File: src/ffcr_pkg.sv
package ffcr_pkg;

	localparam int REQ_W          = 2;
	localparam int VERTEX_W       = 6;
	localparam int ROW_W          = 64;
	localparam int COLOR_W        = 16;
	localparam int VERTICES_DEF   = 64;
	localparam logic [COLOR_W-1:0] MAX_COLORS_RST = 16'd65;

	// Width of the free-color search window and of the chunk tested per cycle.
	localparam int CHUNK_W = 8;

	localparam logic [REQ_W-1:0] REQ_LOAD_ROW  = 2'd0;
	localparam logic [REQ_W-1:0] REQ_SET_COLOR = 2'd1;
	localparam logic [REQ_W-1:0] REQ_RECOLOR   = 2'd2;

	typedef enum logic [2:0] {
		ST_IDLE,
		ST_ROW,
		ST_SCAN,
		ST_DRAIN,
		ST_SEARCH,
		ST_CHECK,
		ST_DIV,
		ST_COMMIT
	} ffcr_state_t;

	typedef struct packed {
		logic accept;
		logic load_row;
		logic scan;
		logic search;
		logic check;
		logic commit;
	} ffcr_cmd_t;

	typedef struct packed {
		logic recolor_req;
		logic scan_last;
		logic found;
		logic need_div;
		logic div_done;
		logic out_free;
	} ffcr_status_t;

endpackage

File: src/ffcr_ctrl.sv
module ffcr_ctrl (
	input  logic                    clk,
	input  logic                    arst_n,
	input  logic                    in_valid,
	output logic                    in_ready,
	input  ffcr_pkg::ffcr_status_t  status,
	output ffcr_pkg::ffcr_cmd_t     cmd
);

	ffcr_pkg::ffcr_state_t state_q;
	ffcr_pkg::ffcr_state_t state_next;

	always_ff @(posedge clk or negedge arst_n) begin
		if (!arst_n) begin
			state_q <= ffcr_pkg::ST_IDLE;
		end else begin
			state_q <= state_next;
		end
	end

	always_comb begin
		state_next = state_q;
		case (state_q)
			ffcr_pkg::ST_IDLE: begin
				if (in_valid && status.recolor_req) begin
					state_next = ffcr_pkg::ST_ROW;
				end
			end
			ffcr_pkg::ST_ROW:   state_next = ffcr_pkg::ST_SCAN;
			ffcr_pkg::ST_SCAN: begin
				if (status.scan_last) begin
					state_next = ffcr_pkg::ST_DRAIN;
				end
			end
			ffcr_pkg::ST_DRAIN: state_next = ffcr_pkg::ST_SEARCH;
			ffcr_pkg::ST_SEARCH: begin
				if (status.found) begin
					state_next = ffcr_pkg::ST_CHECK;
				end
			end
			ffcr_pkg::ST_CHECK: begin
				state_next = status.need_div ? ffcr_pkg::ST_DIV : ffcr_pkg::ST_COMMIT;
			end
			ffcr_pkg::ST_DIV: begin
				if (status.div_done) begin
					state_next = ffcr_pkg::ST_COMMIT;
				end
			end
			ffcr_pkg::ST_COMMIT: begin
				if (status.out_free) begin
					state_next = ffcr_pkg::ST_IDLE;
				end
			end
			default: state_next = ffcr_pkg::ST_IDLE;
		endcase
	end

	always_comb begin
		cmd      = '0;
		in_ready = 1'b0;
		case (state_q)
			ffcr_pkg::ST_IDLE: begin
				in_ready   = 1'b1;
				cmd.accept = in_valid;
			end
			ffcr_pkg::ST_ROW:    cmd.load_row = 1'b1;
			ffcr_pkg::ST_SCAN:   cmd.scan     = 1'b1;
			ffcr_pkg::ST_SEARCH: cmd.search   = 1'b1;
			ffcr_pkg::ST_CHECK:  cmd.check    = 1'b1;
			ffcr_pkg::ST_COMMIT: cmd.commit   = status.out_free;
			default: begin
			end
		endcase
	end

endmodule

File: config.mk
export PLATFORM = sky130hd
export DESIGN_NAME = ffcr_ctrl
export DESIGN_NICKNAME = d
export VERILOG_FILES = /design/src/ffcr_pkg.sv /design/src/ffcr_ctrl.sv
export SDC_FILE = /design/constraint.sdc
export NUM_CORES = 1
export LEC_CHECK = 0
export BUFFER_PORTS_ARGS = -buffer_cell sky130_fd_sc_hd__buf_2
export CORE_AREA = 2 2 39 41
export CTS_CLUSTER_DIAMETER = 50
export DETAILED_ROUTE_END_ITERATION = 8
export DIE_AREA = 0 0 41 43
export GPL_ROUTABILITY_DRIVEN = 1
export PLACE_DENSITY = 0.46
export SYNTH_ARGS = -nofsm -noshare
export SYNTH_HDL_FRONTEND = slang
export SYNTH_SLANG_ARGS = --single-unit
File: constraint.sdc
create_clock -name clk -period 2.15 [get_ports clk]
set_input_delay 0.1075 -clock clk [delete_from_list [all_inputs] [get_ports clk]]
set_output_delay 0.1075 -clock clk [all_outputs]
set_load 0.01 [all_outputs]
==> flow_summary.json <==
{
  "yosys.area_share.xor_xnor_pct": 0,
  "synth_ff_type": "dfrtp_1",
  "via_per_inst": 4.14,
  "synth.area.top_cells": "dfrtp_1, nor3b_1, mux2i_1",
  "gr-total-overflow": 0,
  "r2r_cells": 3,
  "cts_buffers": 3,
  "cts_max_level": 1,
  "hold_start": "status[0]",
  "clkTransAtPathRegs_ns": 0.04,
  "crit_required_ns": 2.04,
  "area_delta_synth_final_pct": 44.1,
  "ff2ff_setup_slack_ns": 1.01,
  "setup.worst_path.class": "register to primary output",
  "ctsHoldBuffers": 1,
  "grt_pass1_vias": 246,
  "die_w_microns": 41,
  "drtAntennaViolNets": 0,
  "async_flop_share_pct": 100,
  "clk_latency_ns": 0.23,
  "largestRegisters": "state_q x3",
  "netlist_top_cells_count": "dfrtp_1, nor3b_1, a21oi_1, mux2i_1, nor3_1",
  "yosysSeqAreaShare_pct": 30.8,
  "clock_skew_ns": 0.0000454,
  "dieArea_sq_um": 1760,
  "finalSetupViolCount": 0,
  "fp-row-count": 14,
  "synth.net_count": 33,
  "worstMarginPinSlew_ns": 0.369,
  "hold_viol_final": 0,
  "finalWeightedCongestion": 0.675,
  "p_total_mw": 0.429,
  "report.final.slew_viol_count": 0,
  "synth_edf_count": 0,
  "grt_pass1_wl_microns": 883,
  "port_buffers": 15,
  "drt_iter0_markers": 0,
  "synth_top_family_by_area": "simple AND/OR/NAND/NOR gates",
  "die_y_microns": 43,
  "yosys.area.top_type_share_pct": 30.8,
  "ctsResizeCount": 0,
  "min_to": "state_q[1]",
  "largest_reg_flops": 3,
  "grt_use_total_pct": 8.05,
  "p_leak_nw": 0.184,
  "antenna_found_initial": 0,
  "maxCapViolCount": 0,
  "vias": 236,
  "muxShareOfSynthArea_pct": 8.21,
  "hp-class": "primary input to register",
  "io_pins": 16,
  "fin_crit_sh_pct": 62.7,
  "fill_cells": 160,
  "cp.arrival_ns": 1.24,
  "ys_ff_latch": 3,
  "slew_headroom_pct": 75.4,
  "fmax_mhz": 742,
  "initial_utilization_pct": 17.6,
  "cp_max_fo": 12,
  "timing.final.crit_period_ns": 1.35,
  "clock-sinks": 3,
  "final_core_util_pct": 25.4,
  "startpoint_type": "register",
  "grt_setup_unrepaired": "no",
  "antennaDiodeCount": 0,
  "synthCells": 24,
  "firstDrtPassIters": 1,
  "run_status": "finished, final reports clean",
  "synth_compound_area_share_pct": 20.0,
  "r2r-start": "state_q[2]",
  "cts_tree": "yes",
  "synthAdderAreaFrac_pct": 0,
  "clockRootBuffer": "clkbuf_4",
  "postSynthAreaPerCell_sq_um": 10.2,
  "nets": 51,
  "yosys.area_share.simple_pct": 29.7,
  "drive_gt1_share_pct": 51.2,
  "pwr_density_cell_nw_per_um2": 1220,
  "r2r-end": "state_q[0]",
  "coreArea_sq_um": 1380,
  "synth_largest_area_cell": "dfrtp_1",
  "drc": 0,
  "tns_ns": 0,
  "hold_depth": 3,
  "cts_max_path_buffers": 2,
  "synth_cell_type_count": 17,
  "end_kind": "primary output",
  "largest-register": "state_q",
  "routed_wirelength_microns": 534,
  "postCtsSetupBuffers": 0,
  "wl_per_cell_microns": 9.37,
  "ir_worst_vdd_mv": 0.377,
  "synth.cell_area_sq_um": 244,
  "ys_warn_count": 0,
  "grt_max_degree": 13
}
==> area by class of cell <==
type	count	area, sq um	share of cell area (%)
inverter	1	3.75	1.07
multi-input combinational	17	141	40.2
timing repair buffer	16	85.1	24.2
tap	16	20.0	5.69
clock buffer	4	26.3	7.47
sequential	3	75.1	21.4
==> layout by cell type, fill, tap and decap left out, drive strengths merged <==
cell         instances
buf                 15
nand3b               1
nor3                 2
a31o                 1
nor2                 1
dlygate4sd3          1
and2                 1
dfrtp                3
nor3b                3
a221oi               1
inv                  1
o21a                 1
mux2i                2
o211ai               1
and4                 1
clkbuf               4
a21oi                2
==> power by group <==
| group | leakage [nW] | internal [mW] | switching (mW) | total, mW |
|---|---|---|---|---|
| combinational | 0.136 | 0.102 | 0.0687 | 0.171 |
| sequential | 0.0333 | 0.0832 | 0.0761 | 0.159 |
| clock | 0.0150 | 0.0696 | 0.0293 | 0.0989 |
| total | 0.184 | 0.255 | 0.174 | 0.429 |
==> worst max-delay path: stages (launching register included) <==
cell	delay [ns]
dfrtp_1	0.50
nor3_1	0.25
and2_1	0.14
buf_2	0.12
==> per-stage QoR <==
stage	setup WS (ns)	std cells	hold slack, ns	instance area, sq um
finish	0.802	57	0.194	352
global route	0.687	57	0.222	352
CTS	0.793	57	0.189	352
detailed placement	0.994	52	-0.0935	315
global placement	0.987	52	-0.0936	315
floorplan	0.933	24	-0.188	244
==> worst max-delay path by stage <==
stage,cells past startpoint,slack (ns),endpoint,from
6_report,3,0.80,cmd[5],state_q[1]
3_5_place_dp,3,0.99,state_q[0],state_q[2]
4_1_cts,3,0.79,cmd[5],state_q[1]
2_1_floorplan,3,0.93,cmd[5],state_q[1]
3_3_place_gp,3,0.99,state_q[0],state_q[2]
5_1_grt,3,0.69,cmd[5],state_q[1]
==> layer usage <==
metal	track usage (%)	part of all wire (%)	up-vias
li1	-	-	121
met1	7.12	39	106
met2	11.3	51	9
met3	3.66	9.2	0
met4	10.0	0	0
met5	0	0	-
==> cell families (layout without fill, tap and decap cells) <==
logic type             after synthesis  in the layout
AOI/OAI and AO/OA                    6              6
buffers and inverters                4             21
DFF                                  3              3
muxes                                2              2
and+or+nand+nor                      9              9
No activity file was read; power rests on OpenSTA's default activity.
